`config.mk`:
```
export PLATFORM = sky130hd
export DESIGN_NAME = asfd_sumsq
export DESIGN_NICKNAME = d
export VERILOG_FILES = /design/src/hw/rtl/accel_shake_and_face_detector_defines.svh /design/src/hw/rtl/asfd_pkg.sv /design/src/hw/rtl/asfd_sumsq.sv
export SDC_FILE = /design/constraint.sdc
export NUM_CORES = 1
export LEC_CHECK = 0
export CORE_ASPECT_RATIO = 1.4
export CORE_UTILIZATION = 45
export DETAILED_ROUTE_END_ITERATION = 7
export DONT_BUFFER_PORTS = 1
export PLACE_DENSITY = 0.63
export SYNTH_ARGS = -nofsm -noshare
export SYNTH_HDL_FRONTEND = slang
export SYNTH_SLANG_ARGS = --single-unit
```
`constraint.sdc`:
```
create_clock -name clk -period 10.54 [get_ports clk]
set_input_delay 3.162 -clock clk [delete_from_list [all_inputs] [get_ports clk]]
set_output_delay 3.162 -clock clk [all_outputs]
set_load 0.005 [all_outputs]
```
`src/hw/rtl/accel_shake_and_face_detector_defines.svh`:
```
// ----------------------------------------------------------------------------
// Shake and face detector assertion macros
// Property shorthands sampled on clk and disabled while rst is high.
// ----------------------------------------------------------------------------
`ifndef ACCEL_SHAKE_AND_FACE_DETECTOR_DEFINES_SVH
`define ACCEL_SHAKE_AND_FACE_DETECTOR_DEFINES_SVH

// Same-cycle implication.
`define ASFD_ASSERT_NOW(label, ante, cons, msg) \
  label: assert property (@(posedge clk) disable iff (rst) (ante) |-> (cons)) \
    else $error(msg);

// Next-cycle implication.
`define ASFD_ASSERT_NEXT(label, ante, cons, msg) \
  label: assert property (@(posedge clk) disable iff (rst) (ante) |=> (cons)) \
    else $error(msg);

`endif

```
`src/hw/rtl/asfd_pkg.sv`:
```
// ----------------------------------------------------------------------------
// Shake and face detector package
// Event codes, sequencer states, register indexes and reset values.
// ----------------------------------------------------------------------------
`default_nettype none

package asfd_pkg;

  typedef enum logic [1:0] {
    GESTURE_SHAKE     = 2'd0,
    GESTURE_FACE_DOWN = 2'd1,
    GESTURE_FACE_UP   = 2'd2
  } gesture_t;

  typedef enum logic [1:0] {
    S_IDLE,
    S_SQ,
    S_ROOT,
    S_DECIDE
  } state_t;

  localparam int CFG_INDEX_W = 1;
  localparam int CFG_DATA_W  = 16;
  localparam int SHAKE_THR_W = 16;
  localparam int FACE_THR_W  = 15;

  localparam logic [CFG_INDEX_W-1:0] REG_SHAKE_THRESHOLD     = 1'd0;
  localparam logic [CFG_INDEX_W-1:0] REG_FACE_DOWN_THRESHOLD = 1'd1;

  localparam logic [SHAKE_THR_W-1:0] SHAKE_THR_RESET = 16'd1500;
  localparam logic [FACE_THR_W-1:0]  FACE_THR_RESET  = 15'd850;

  localparam logic [1:0] STEP_X    = 2'd0;
  localparam logic [1:0] STEP_Y    = 2'd1;
  localparam logic [1:0] STEP_Z    = 2'd2;
  localparam logic [1:0] STEP_LAST = 2'd3;

endpackage

`default_nettype wire

```
`src/hw/rtl/asfd_sumsq.sv`:
```
// ----------------------------------------------------------------------------
// Shake and face detector sum of squares
// One shared multiplier squares x, y and z in turn into an accumulator.
// ----------------------------------------------------------------------------
`default_nettype none

module asfd_sumsq import asfd_pkg::*; #(
  parameter int N = 16
) (
  input  logic                 clk,
  input  logic                 rst,
  input  logic                 start,
  input  logic signed [N-1:0]  x,
  input  logic signed [N-1:0]  y,
  input  logic signed [N-1:0]  z,
  output logic                 done,
  output logic [2*N-1:0]       sum
);

  logic                busy;
  logic                pv;
  logic [1:0]          cnt;
  logic signed [N-1:0] x_r;
  logic signed [N-1:0] y_r;
  logic signed [N-1:0] z_r;
  logic signed [N-1:0] op;
  logic signed [2*N-1:0] sq;
  logic [2*N-1:0]      prod;
  logic [2*N-1:0]      acc;

  always_comb begin
    case (cnt)
      STEP_X:  op = x_r;
      STEP_Y:  op = y_r;
      default: op = z_r;
    endcase
  end

  assign sq = op * op;

  always_ff @(posedge clk) begin
    if (rst) begin
      busy <= 1'b0;
      pv   <= 1'b0;
      cnt  <= STEP_X;
      done <= 1'b0;
    end else begin
      done <= 1'b0;
      if (start) begin
        busy <= 1'b1;
        pv   <= 1'b0;
        cnt  <= STEP_X;
      end else if (busy) begin
        pv  <= 1'b1;
        cnt <= cnt + 2'd1;
        if (cnt == STEP_LAST) begin
          busy <= 1'b0;
          done <= 1'b1;
        end
      end
    end
  end

  always_ff @(posedge clk) begin
    if (start) begin
      x_r <= x;
      y_r <= y;
      z_r <= z;
      acc <= '0;
    end else if (busy) begin
      if (cnt != STEP_LAST) begin
        prod <= $unsigned(sq);
      end
      if (pv) begin
        acc <= acc + prod;
      end
    end
  end

  assign sum = acc;

endmodule

`default_nettype wire

```
==> impl_metrics.toml <==
[sta]
worst_clock_skew_ns = 0.0124
period_needed_ns = 8.74
finalCritPeriodShare = 0.829
finalMaxSlewViolations = 0
fin_hold_viols = 0
maxClockFrequency_mhz = 114
slew-limit-headroom = 0.303
timing.final.setup_violations = 0
setup_repair_after_global_routing_missed_its_margin = "no"
hold-worst-slack_ns = 0.495
tightestPinTransition_ns = 1.04
tns_ns = 0

[detailed_routing]
detail_route.drc_violations = 3
via_per_inst = 5.22
routedWlPerCell_um = 16.8
antenna_violating_nets_remaining = 0
vias = 9682
detail_route.iter0.violations = 529
wl_um = 31200
drt-pass1-iter-count = 8

[critical_path]
cp_data_required_time_ns = 10.71
worst-setup-path-type = "flip-flop to flip-flop"
worst_r2r_endpoint = "prod[24]"
ff2ff_setup_slack_ns = 1.80
start_kind = "flip-flop"
worst_path_most_repeated_cell = "fa_1"
cp_peak_stage_delay_ns = 0.90
rr_startpoint = "cnt[1]"
worst_r2r_path_depth = 25
crit_path_top_delay_cell = "a21oi_1"
critical_path_end_type = "flip-flop"
critPathMaxFanout = 17
critical_path_arrival_ns = 8.91

[grt]
grt_pass1_vias = 10567
grt_antenna_before_repair = 0
global_route.usage.total = 0.206
remaining_overflow_grt = 0
grt_first_pass_wirelength_um = 52000
pin_count_of_the_biggest_net_entering_global_routing = 88

[synth]
post_synth_edffs = 79
seq_area_frac_synth = 0.218
synthesis.area_um2 = 14300
synth_warnings = 0
leading_post_synthesis_cells_by_cell_area = "fa_1, edfxtp_1, ha_1"
netlist-cell-type-count = 80
syn_nets = 1867
synthDominantAreaCellType = "fa_1"
avgSynthCellArea_um2 = 9.78
synth-async-reset-ratio = 0
top_cell_type_s_share_of_synthesized_area = 0.326
most_used_flip_flop_cell_after_synthesis = "edfxtp_1"
synth_seq_cells = 116
syn-instance-count = 1461

[worst_hold_path]
min_to = "pv"
hold_depth = 2
hp-start = "pv"
worst_hold_path_type = "flip-flop to flip-flop"

[placed_design]
portBuffers = 0
finalWeightedCongestion = 0.932
place_hpwl_um = 26000
detailed_place.area_um2 = 14700

[final_layout]
final_cell_area_um2 = 15300
layout.cells.most_common_list = "inv_1, fa_1, nand2_1, ha_1, nor2_1"
diodes = 0
final_nets = 1857
mostFrequentLayoutCell = "inv_1"
fraction_of_final_layout_cells_with_drive_strength_greater_than_1 = 0.0451
synthToLayoutAreaGrowth_pct = 6.95

[flow_run]
maximum_capacitance_violations = 0

[clocking]
clock_path_buffers = 2
clkLatencyLatePin_ns = 0.43
cts_htree_levels = 4
cts_root_buffer = "clkbuf_16"
clk_pin_slew_worst_paths_ns = 0.06
cts_hold_repair.buffers = 0
tritoncts_num_sinks = 116
numCtsBuffers = 17
clock_tree_from_tritoncts = "built"
post-cts-setup-buffers = 0
cts_repair_resize_count = 0

[floorplanning]
floorplan.core_area_um2 = 31000
floorplan.io_pins = 84
overall_die_area_um2 = 32500
initial_utilization = 0.461
placement_rows = 76
die_x_um = 153
dieHeight_um = 213

[run_status]
status = "complete, but fails checks"
failed_checks = "DRC"
-- metrics by stage --
step | utilization | cells | worst slack, ns
after floorplan | - | 1461 | 3.16
after global placement | 0.474 | 1822 | 2.15
after detailed placement | 0.474 | 1822 | 1.87
after CTS | 0.493 | 1854 | 1.89
after global routing | 0.493 | 1854 | 1.32
final | 0.493 | 1854 | 1.80
-- cells in the mapped netlist (7+ instances only) --
| cell type | count |
|---|---|
| inv_1 | 339 |
| fa_1 | 233 |
| nand2_1 | 153 |
| ha_1 | 122 |
| nor2_1 | 97 |
| edfxtp_1 | 79 |
| a21oi_1 | 72 |
| xnor2_1 | 47 |
| dfxtp_1 | 37 |
| a21o_1 | 31 |
| clkbuf_1 | 28 |
| o21ai_0 | 24 |
| xor2_1 | 19 |
| a22o_1 | 15 |
| nand3_1 | 15 |
| nor3_1 | 13 |
| a211oi_1 | 8 |
| o21a_1 | 7 |
| o21bai_1 | 7 |
-- flip-flops by register name (all words and copies together), names as in the netlist --
register,count
busy,1
cnt,2
done,1
prod,31
pv,1
sum,32
x_r,16
y_r,16
z_r,16
-- logic make-up (layout without fill, tap and decap cells) --
family / Yosys count / count (layout) / synth area share
compound gates: 223 / 223 / 0.111
xor+xnor: 66 / 66 / 0.0405
fa+ha+maj: 355 / 355 / 0.433
buf+inv: 378 / 381 / 0.0994
flops: 116 / 116 / 0.218
mux: 2 / 2 / 0.00140
simple gates: 321 / 321 / 0.0968
-- area by class of cell --
| cell class | count | area [µm²] |
|---|---|---|
| Clock buffer | 19 | 443 |
| Clock inverter | 13 | 149 |
| Fill cell | 2892 | 15700 |
| Inverter | 344 | 1290 |
| Multi-Input combinational cell | 967 | 9760 |
| Sequential cell | 116 | 3110 |
| Tap cell | 390 | 488 |
| Timing Repair Buffer | 5 | 37.5 |
-- worst max-delay path, delay by kind of cell, from the launching register on --
family | cells | cell delay [ns]
xor gates and xnor gates | 1 | 0.10
AOI/OAI and AO/OA | 7 | 2.40
buffers and inverters | 5 | 0.83
adders and majority gates | 8 | 4.00
DFF | 1 | 0.32
and+or+nand+nor | 4 | 0.83
-- metal layers --
metal  wire length [µm]  global-route usage  share of wire
met5                  0                   0              0
met4                775              0.0749          0.025
met3               1930              0.0447          0.062
met2              16100               0.382           0.52
met1              12400               0.232           0.40
-- how the worst max path moves through the flow --
stage	startpoint	to	cells after the start
finish	cnt[1]	prod[24]	25
global route	cnt[0]	prod[31]	27
CTS	cnt[0]	prod[24]	24
global placement	cnt[0]	prod[30]	23
detailed placement	cnt[0]	prod[24]	24
floorplan	cnt[0]	prod[31]	30
Power is not shown: default switching activity piles up to over one toggle a cycle in this logic, so the estimate is an artifact.
