===== src/hw/rtl/accel_shake_and_face_detector_defines.svh =====
// ----------------------------------------------------------------------------
// Shake and face detector assertion macros
// Property shorthands sampled on clk and disabled while rst is high.
// ----------------------------------------------------------------------------
`ifndef ACCEL_SHAKE_AND_FACE_DETECTOR_DEFINES_SVH
`define ACCEL_SHAKE_AND_FACE_DETECTOR_DEFINES_SVH

// Same-cycle implication.
`define ASFD_ASSERT_NOW(label, ante, cons, msg) \
  label: assert property (@(posedge clk) disable iff (rst) (ante) |-> (cons)) \
    else $error(msg);

// Next-cycle implication.
`define ASFD_ASSERT_NEXT(label, ante, cons, msg) \
  label: assert property (@(posedge clk) disable iff (rst) (ante) |=> (cons)) \
    else $error(msg);

`endif


===== src/hw/rtl/asfd_isqrt.sv =====
// ----------------------------------------------------------------------------
// Shake and face detector integer square root
// Restoring digit-by-digit root, one result bit per cycle through one
// shared compare and subtract.
// ----------------------------------------------------------------------------
`default_nettype none

module asfd_isqrt #(
  parameter int N = 16
) (
  input  logic           clk,
  input  logic           rst,
  input  logic           start,
  input  logic [2*N-1:0] radicand,
  output logic           done,
  output logic [N-1:0]   root
);

  localparam int CW = $clog2(N + 1);

  logic           busy;
  logic [CW-1:0]  cnt;
  logic [2*N-1:0] rad;
  logic [N-1:0]   rem;
  logic [N-1:0]   root_r;
  logic [N+1:0]   rem_sh;
  logic [N+1:0]   trial;
  logic [N+1:0]   diff;
  logic           fits;

  assign rem_sh = {rem, rad[2*N-1 -: 2]};
  assign trial  = {root_r, 2'b01};
  assign fits   = rem_sh >= trial;
  assign diff   = rem_sh - trial;

  always_ff @(posedge clk) begin
    if (rst) begin
      busy <= 1'b0;
      cnt  <= '0;
      done <= 1'b0;
    end else begin
      done <= 1'b0;
      if (start) begin
        busy <= 1'b1;
        cnt  <= CW'(N);
      end else if (busy) begin
        cnt <= cnt - CW'(1);
        if (cnt == CW'(1)) begin
          busy <= 1'b0;
          done <= 1'b1;
        end
      end
    end
  end

  always_ff @(posedge clk) begin
    if (start) begin
      rad    <= radicand;
      rem    <= '0;
      root_r <= '0;
    end else if (busy) begin
      rad    <= rad << 2;
      rem    <= fits ? diff[N-1:0] : rem_sh[N-1:0];
      root_r <= {root_r[N-2:0], fits};
    end
  end

  assign root = root_r;

endmodule

`default_nettype wire


===== config.mk =====
export PLATFORM = sky130hd
export DESIGN_NAME = asfd_isqrt
export DESIGN_NICKNAME = d
export VERILOG_FILES = /design/src/hw/rtl/accel_shake_and_face_detector_defines.svh /design/src/hw/rtl/asfd_isqrt.sv
export SDC_FILE = /design/constraint.sdc
export NUM_CORES = 1
export LEC_CHECK = 0
export ABC_AREA = 0
export BUFFER_PORTS_ARGS = -buffer_cell sky130_fd_sc_hd__buf_4
export CORE_MARGIN = 2
export CORE_UTILIZATION = 30
export DETAILED_ROUTE_END_ITERATION = 10
export GPL_TIMING_DRIVEN = 0
export PLACE_DENSITY = 0.5
export SLEW_MARGIN = 20
export SYNTH_ARGS = -nofsm -noshare
export SYNTH_HDL_FRONTEND = slang
export SYNTH_SLANG_ARGS = --single-unit

===== constraint.sdc =====
create_clock -name clk -period 2.8 [get_ports clk]
set_input_delay 0.14 -clock clk [delete_from_list [all_inputs] [get_ports clk]]
set_output_delay 0.14 -clock clk [all_outputs]
set_load 0.1 [all_outputs]

==> flow_metrics.tcl, run 1 <==
set metrics [dict create \
    status "finished, final reports clean" \
    cts_buffers 9 \
    firstDrtPassIters 6 \
    drt_iter0_markers 127 \
    final_cell_mix "51 x buf_4, 40 x nor2_1, 36 x dfxtp_1" \
    insertedDiodeCount 0 \
    antenna_found_initial 0 \
    syn_to_final_growth_pct 24.3 \
    synth.distinct_cells 57 \
    r2r_cells 9 \
    boundaryPins 52 \
    fp-row-count 40 \
    rsz0062_at_grt "false" \
    clk_path_buf_depth 2 \
    insertion_delay_ns 0.34 \
    io_buffers 51 \
    cts_hold_buf 0 \
    timing_hold_violations_final 0 \
    core_area_mm2 0.0122 \
    synth_edf_count 32 \
    initial_core_util_pct 31.1 \
    cp-start-kind "register" \
    die_w_um 116 \
    cts_tree "done" \
    clk_pin_slew_ns 0.06 \
    fillers 1228 \
    ys_warn_count 0 \
    vias 2794 \
    r2r_start "root[11]$_SDFFE_PP0P_" \
    ir_drop_uv 517 \
    cp-endpoint "rem[3]$_SDFFE_PP0P_" \
    async_reset_ff_share_pct 0 \
    synth-main-ff-cell "dfxtp_1" \
    power_density_mw_per_mm2 995 \
    ant_nets 0 \
    maxCapViolCount 0 \
    arrival_ns 2.58 \
    skew_ns 0.00706 \
    hold_path.class "primary input to register" \
    critPathKind "register to register" \
    syn-num-nets 405 \
    grt.total_usage_pct 13.2 \
    crit_required_ns 3.00 \
    cp-startpoint "root[11]$_SDFFE_PP0P_" \
    nNetsFinal 467 \
    drive_gt1_share_pct 27.3 \
    die_h_um 116 \
    dp_hpwl_um 6010 \
    cts_resized 0 \
    drc_errors 0 \
    syn-cell-area_mm2 0.00378 \
    synth_compound_area_share_pct 12.5 \
    post-cts-setup-buffer-count 0 \
    final_common_cell "buf_4" \
    cts-root-buf "clkbuf_16" \
    avgViaCountPerCell 4.78 \
    synth_adder_area_share_pct 6.62 \
    tightest_slew_ns 0.792 \
    r2r_setup_slack_ns 0.42 \
    post-route-min-period_ns 2.38 \
    ff_latch_area_mm2 0.00175 \
    setup_tns_ns 0 \
    finalCritPeriodShare_pct 84.9 \
    finish.instance_area_mm2 0.00470 \
    ys_seq_area_share_pct 46.1 \
    grt_pass1_vias 2827 \
    cts.sinks 71 \
    leakagePower_nw 1.86 \
    finalWirelength_um 8320 \
    grt-ovfl-total 0 \
    htreeDepth 3 \
    cp-end-kind "register" \
    multi_input_area_mm2 0.00189 \
    setup_viol 0 \
    r2r_end "rem[3]$_SDFFE_PP0P_" \
    avgSynthCellArea_um2 10.8 \
    muxShareOfSynthArea_pct 15.8 \
    synth-simple-area-share_pct 11.4 \
    gp_congestion 0.805 \
    cp_max_fo 10 \
    synth_cells 350 \
    avgRoutedWirePerCell_um 14.2 \
    synth_top_area_share_pct 25.4 \
    synth-xor-area-share_pct 3.48 \
    synth_top_cell_by_area "edfxtp_1" \
    dpl-instance-area_mm2 0.00438 \
    grt_pass1_wl_um 13800 \
    synth_top_family_by_area "multiplexers" \
    drv_slew 0 \
    die_area_mm2 0.0135 \
    timing.fmax_mhz 420 \
    yosys-top-cells-area "edfxtp_1 25%, dfxtp_1 21%, mux2_2 8.9%" \
    totalPowerFinal_mw 4.67 \
    grt_max_degree 33 \
    fin_util_pct 38.6 \
    ys_seq_elements 71 \
    relSlewSlack_pct 47.2 \
]
## worst min-delay path by stage
| stage | start | endpoint | slack, ns | depth (start not counted) |
|---|---|---|---|---|
| finish | rst | cnt[4]$_SDFFE_PP0P_ | 0.01 | 2 |
| global route | rst | cnt[4]$_SDFFE_PP0P_ | 0.01 | 2 |
| floorplan | rst | cnt[4]$_SDFFE_PP0P_ | 0.21 | 1 |
| global placement | rst | cnt[4]$_SDFFE_PP0P_ | 0.36 | 2 |
| detailed placement | rst | cnt[4]$_SDFFE_PP0P_ | 0.37 | 2 |
| CTS | rst | cnt[4]$_SDFFE_PP0P_ | 0.005 | 2 |
## cells by family (layout without fill, tap and decap cells)
family,count (synthesis),count (layout)
AO/OA/AOI/OAI,61,61
flip-flops,71,71
XOR/XNOR,15,15
adder cells (fa/ha/maj),20,20
multiplexers,56,56
AND/OR/NAND/NOR,90,90
buffers and inverters,37,104
## report_power, final
part / internal, mW / switching (mW)
combinational: 0.943 / 1.16
clock: 0.781 / 0.453
sequential: 1.24 / 0.0992
total: 2.96 / 1.71
## layout make-up
| type | count | area share [%] |
|---|---|---|
| Sequential cell | 71 | 37.2 |
| Inverter | 23 | 1.84 |
| Multi-Input combinational cell | 242 | 40.2 |
| Buffer | 14 | 1.39 |
| Tap cell | 168 | 4.48 |
| Clock buffer | 9 | 4.80 |
| Clock inverter | 7 | 2.03 |
| Timing Repair Buffer | 51 | 8.15 |
## per-layer routing
layer  global-route usage (%)  routed length [um]  vias up
met5                        0                   0        -
met3                     3.84                 326       13
met1                     17.0                3990     1320
met4                     5.24                 165        0
li1                         -                   -     1403
met2                     21.0                3840       58
## worst max-delay path, cell delays in order, from the launching register on
cell      delay [ns]
dfxtp_1         0.39
inv_1           0.06
ha_1            0.36
a21oi_1         0.19
o21ai_0         0.14
a221o_1         0.40
nor2_4          0.18
buf_8           0.19
mux2i_1         0.23
a211oi_1        0.10
## flip-flops by register name (all words and copies together) (netlist names)
signal,cells
rad,32
rem,16
root,16
cnt,5
busy,1
done,1
## through the flow
stage                     std cells  hold WS [ns]  setup WS (ns)
after floorplan                 350         0.212         0.0411
after global placement          569         0.361          0.440
after detailed placement        569         0.366          0.439
after CTS                       585       0.00453          0.428
after global routing            585        0.0141          0.256
final                           585        0.0149          0.421
## cells in the mapped netlist, drive strengths merged, types with 8 or more instances
cell type  count
a211oi        11
a21oi         15
clkbuf         8
dfxtp         39
edfxtp        32
ha            20
inv           23
mux2          30
mux2i         26
nand2         13
nand3          9
nor2          41
xnor2         10
(Power assumes the default switching activity.)
==> run 2, diff against run 1 <==
--- a/config.mk
+++ b/config.mk
@@ -11,7 +11,7 @@
 export CORE_UTILIZATION = 30
 export DETAILED_ROUTE_END_ITERATION = 10
 export GPL_TIMING_DRIVEN = 0
-export PLACE_DENSITY = 0.5
+export PLACE_DENSITY = 0.52
 export SLEW_MARGIN = 20
 export SYNTH_ARGS = -nofsm -noshare
 export SYNTH_HDL_FRONTEND = slang
==> constraint.sdc (replaced) <==
create_clock -name clk -period 2 [get_ports clk]
set_input_delay 0.1 -clock clk [delete_from_list [all_inputs] [get_ports clk]]
set_output_delay 0.1 -clock clk [all_outputs]
set_load 0.1 [all_outputs]
==> run 2 against run 1 <==
Net effect: the run now ends with negative setup slack left; sequential share of layout area down 2.8 points; die area unchanged; worst setup slack worse by 0.50 ns; largest power group unchanged; routed wire length up 6.2%; critical path type unchanged.
==> flow_metrics.tcl, run 2 (synthesis gave the netlist of run 1 again) <==
set metrics [dict create \
    cts-root-buf "clkbuf_16" \
    avgRoutedWirePerCell_um 14.4 \
    finalCritPeriodShare_pct 104 \
    tightest_slew_ns 0.774 \
    r2r_start "root[3]$_SDFFE_PP0P_" \
    grt_pass1_vias 2879 \
    initial_core_util_pct 31.1 \
    setup_viol 16 \
    cp-startpoint "root[3]$_SDFFE_PP0P_" \
    vias 2891 \
    io_buffers 51 \
    maxCapViolCount 0 \
    timing.fmax_mhz 482 \
    top_register "rad" \
    drt_iter0_markers 139 \
    ir_drop_uv 533 \
    dp_hpwl_um 6100 \
    drv_slew 0 \
    firstDrtPassIters 4 \
    grt_max_degree 33 \
    fin_util_pct 43.3 \
    min_from "radicand[0]" \
    gp_congestion 0.775 \
    final_common_cell "buf_4" \
    critPathKind "register to register" \
    skew_ns 0.00442 \
    dpl-instance-area_mm2 0.00463 \
    finish.instance_area_mm2 0.00526 \
    clk_pin_slew_ns 0.06 \
    setup_tns_ns -0.718 \
    hold_path.class "primary input to register" \
    r2r_end "rem[13]$_SDFFE_PP0P_" \
    grt-ovfl-total 0 \
    arrival_ns 2.36 \
    wl_met3_um 401 \
    relSlewSlack_pct 48.4 \
    hold_end "rad[0]$_SDFFCE_PN0P_" \
    post-route-min-period_ns 2.07 \
    boundaryPins 52 \
    insertion_delay_ns 0.34 \
    grt.total_usage_pct 14.0 \
    wl_met1_um 4280 \
    r2r_setup_slack_ns -0.07 \
    violations "negative setup slack" \
    r2r_cells 9 \
    cp-start-kind "register" \
    status "finished with violations" \
    antenna_found_initial 0 \
    drc_errors 0 \
    insertedDiodeCount 0 \
    cts_tree "done" \
    grt_pass1_wl_um 14200 \
    die_w_um 116 \
    final_cell_mix "75 x buf_4, 40 x nor2_1, 32 x edfxtp_1" \
    cts.sinks 71 \
    dr.max_layer_used "met4" \
    ant_nets 0 \
    drive_gt1_share_pct 45.7 \
    cp_max_fo 5 \
    power_density_mw_per_mm2 1430 \
    clk_path_buf_depth 2 \
    die_area_mm2 0.0135 \
    htreeDepth 3 \
    wl_met2_um 3990 \
    cts_buffers 9 \
    die_h_um 116 \
    timing_hold_violations_final 0 \
    fin_ws_ns -0.0747 \
    syn_to_final_growth_pct 39.2 \
    largest_register_ffs 32 \
    avgViaCountPerCell 4.72 \
    rsz0062_at_grt "true" \
    crit_required_ns 2.29 \
    fp-row-count 40 \
    finalWirelength_um 8830 \
    leakagePower_nw 2.05 \
    cp-end-kind "register" \
    hold_depth 2 \
    nNetsFinal 494 \
    core_area_mm2 0.0122 \
]
[run 2: where the power goes]
group	internal [mW]	switching (mW)	total [mW]
registers	1.72	0.180	1.90
clock network	1.09	0.640	1.74
logic	2.02	1.88	3.91
total	4.84	2.70	7.54
[run 2: area by class of cell]
cell class	count	area [um2]
clock buffers	9	225
inverters	23	86.3
repair buffers	78	604
well taps	168	210
multi-input cells	242	2150
fillers	1188	6900
flip-flops and latches	71	1810
clock inverters	7	96.3
plain buffers	14	76.3
[run 2: repair_timing]
action,4_1_cts,5_1_grt
hold buffers,1,0
gates cloned,1,0
gates resized for setup,8,14
buffers inserted,18,7
pin swaps,15,15
hold endpoints to repair,5,0
endpoints found under the setup margin,17,17
[run 2: through the flow]
stage / setup slack [ns] / hold slack (ns) / cells / power, mW
floorplan: -0.198 / 0.172 / 350 / 4.50
finish: -0.0747 / 0.0428 / 612 / 7.54
detailed placement: -0.253 / 0.330 / 569 / 5.14
global placement: -0.232 / 0.325 / 569 / 5.13
global route: -0.193 / 0.0494 / 612 / 8.01
CTS: -0.0711 / 0.0305 / 605 / 7.30
[run 2: layer usage]
metal | vias to the layer above | GRT usage (%)
met5 | - | 0
met4 | 0 | 6.67
met3 | 11 | 3.94
met2 | 52 | 20.9
met1 | 1368 | 18.7
li1 | 1460 | -
[run 2: worst max-delay path, cell delays in order, from the launching register on]
cell and delay [ns]:
dfxtp_4 0.36, inv_2 0.04, ha_4 0.28, o211ai_1 0.13, a21oi_4 0.19, o21bai_4 0.11, a31oi_4 0.22, nor2_4 0.08
or4_1 0.53, nand2_1 0.07
[run 2: how the worst max path moves through the flow]
stage	end	cells past startpoint
after global routing	rem[15]$_SDFFE_PP0P_	9
after global placement	rem[7]$_SDFFE_PP0P_	10
after CTS	rem[7]$_SDFFE_PP0P_	10
after detailed placement	rem[7]$_SDFFE_PP0P_	10
after floorplan	rem[13]$_SDFFE_PP0P_	9
final	rem[13]$_SDFFE_PP0P_	9
==> run 3, diff against run 2 <==
--- a/config.mk
+++ b/config.mk
@@ -11,7 +11,6 @@
 export CORE_UTILIZATION = 30
 export DETAILED_ROUTE_END_ITERATION = 10
 export GPL_TIMING_DRIVEN = 0
-export PLACE_DENSITY = 0.52
 export SLEW_MARGIN = 20
 export SYNTH_ARGS = -nofsm -noshare
 export SYNTH_HDL_FRONTEND = slang
==> run 3 against run 2 <==
Net effect: the flow still finishes with violations (negative setup slack); worst setup slack improved by 0.041 ns; flip-flop and latch count stayed put; clock power is 13% lower; clock-buffer cell count stayed put; via count rose by 2.4%; utilization is essentially flat; sequential power is essentially flat; largest power group unchanged.
==> flow_metrics.tcl, run 3 (synthesis gave the netlist of run 1 again) <==
set metrics [dict create \
    status "finished with violations" \
    violations "negative setup slack" \
    grt-ovfl-total 0 \
    vias 2959 \
    rsz0062_at_grt "true" \
    ant_nets 0 \
    critPathKind "register to register" \
    core_area_mm2 0.0122 \
    p_int_mw 4.78 \
    arrival_ns 2.25 \
    insertedDiodeCount 0 \
    cp-start-kind "register" \
    clkPwrFrac_pct 20.1 \
    gp_congestion 0.802 \
    nNetsFinal 492 \
    post-route-min-period_ns 2.03 \
    boundaryPins 52 \
    grt_max_degree 33 \
    cp_max_fo 10 \
    switching_share_pct 36.9 \
    fillers 1159 \
    avgRoutedWirePerCell_um 14.5 \
    tightest_slew_ns 0.779 \
    place_inst 569 \
    ir_drop_uv 886 \
    drt_iter0_markers 132 \
    final_common_cell "buf_4" \
    die_h_um 116 \
    cp-end-kind "register" \
    top_register "rad" \
    combinationalPowerShare_pct 54.6 \
    hold_ws_ns 0.0419 \
    finish.instance_area_mm2 0.00526 \
    multi_input_area_mm2 0.00219 \
    pwr-share-seq_pct 25.3 \
    cts_tree "done" \
    setup_tns_ns -0.0819 \
    insertion_delay_ns 0.35 \
    fin_cells 610 \
    totalPowerFinal_mw 7.57 \
    relSlewSlack_pct 48.1 \
    finalCritPeriodShare_pct 102 \
    ff_latch_area_mm2 0.00181 \
    die_area_mm2 0.0135 \
    skew_ns 0.00623 \
    maxCapViolCount 0 \
    dpl-instance-area_mm2 0.00463 \
    grt_pass1_wl_um 14800 \
    antenna_found_initial 0 \
    finalWirelength_um 8820 \
    drv_slew 0 \
    dp_hpwl_um 6160 \
    fin_ws_ns -0.0335 \
    syn_to_final_growth_pct 39.2 \
    setup_viol 6 \
    leakagePower_nw 2.04 \
    cts-root-buf "clkbuf_16" \
    largest_register_ffs 32 \
    final_cell_mix "73 x buf_4, 39 x nor2_1, 32 x edfxtp_1" \
    htreeDepth 3 \
    drive_gt1_share_pct 47.7 \
    io_buffers 51 \
    grt.total_usage_pct 14.2 \
    cts.sinks 71 \
    p_sw_mw 2.79 \
    drc_errors 0 \
    firstDrtPassIters 4 \
    timing.fmax_mhz 492 \
    clk_path_buf_depth 2 \
    power_density_mw_per_mm2 1440 \
    fp-row-count 40 \
    initial_core_util_pct 31.1 \
    cts_buffers 9 \
    avgViaCountPerCell 4.85 \
    hold_path.class "primary input to register" \
    grt_pass1_vias 3117 \
    clk_pin_slew_ns 0.06 \
    timing_hold_violations_final 0 \
    die_w_um 116 \
    crit_required_ns 2.21 \
]
[run 3: area by class of cell]
type                       count  share of cell area (%)
buffer                        14                    1.52
clock buffer                   9                    4.28
clock inverter                 7                    1.07
inverter                      23                    1.74
multi-input combinational    242                    41.6
sequential                    71                    34.5
tap                          168                    4.00
timing repair buffer          76                    11.3
[run 3: critical path: stages (launching register included)]
cell and delay [ns]:
dfxtp_4 0.37, inv_2 0.05, ha_4 0.23, a21oi_2 0.13, o21ai_2 0.07, a221o_1 0.38
nor2_4 0.17, buf_12 0.17, mux2i_4 0.25, a211oi_1 0.09
[run 3: power groups by stage]
stage / Clock (mW) / Sequential, mW / Combinational, mW
final: 1.52 / 1.91 / 4.13
after global routing: 1.63 / 1.94 / 4.48
after CTS: 1.57 / 1.90 / 3.68
after detailed placement: 0 / 1.92 / 3.21
after global placement: 0 / 1.92 / 3.17
after floorplan: 0 / 1.93 / 2.56
[run 3: final timing paths]
check,end,cells past startpoint,startpoint,slack [ns]
max,rem[2]$_SDFFE_PP0P_,9,root[9]$_SDFFE_PP0P_,-0.03
min,rad[0]$_SDFFCE_PN0P_,2,radicand[0],0.04
max reg2reg,rem[2]$_SDFFE_PP0P_,9,root[9]$_SDFFE_PP0P_,-0.03
min reg2reg,rem[14]$_SDFFE_PP0P_,2,rem[14]$_SDFFE_PP0P_,0.51
[run 3: timing repair]
item,CTS,global route
cloned,0,1
pin swaps,8,8
hold buffers,1,0
buffers inserted,17,6
setup endpoints to repair,17,49
gates resized for setup,12,21
hold endpoints to repair,5,0
[run 3: through the flow]
| step | worst slack [ns] | utilization, % |
|---|---|---|
| after floorplan | -0.198 | - |
| after global placement | -0.207 | 38.0 |
| after detailed placement | -0.250 | 38.0 |
| after CTS | -0.0263 | 41.9 |
| after global routing | -0.140 | 43.3 |
| final | -0.0335 | 43.3 |
[run 3: metal layers]
| metal | GRT usage, % | share of wire [%] |
|---|---|---|
| met1 | 17.1 | 45 |
| met2 | 22.6 | 46 |
| met3 | 5.71 | 6.5 |
| met4 | 5.79 | 2.6 |
| met5 | 0 | 0 |
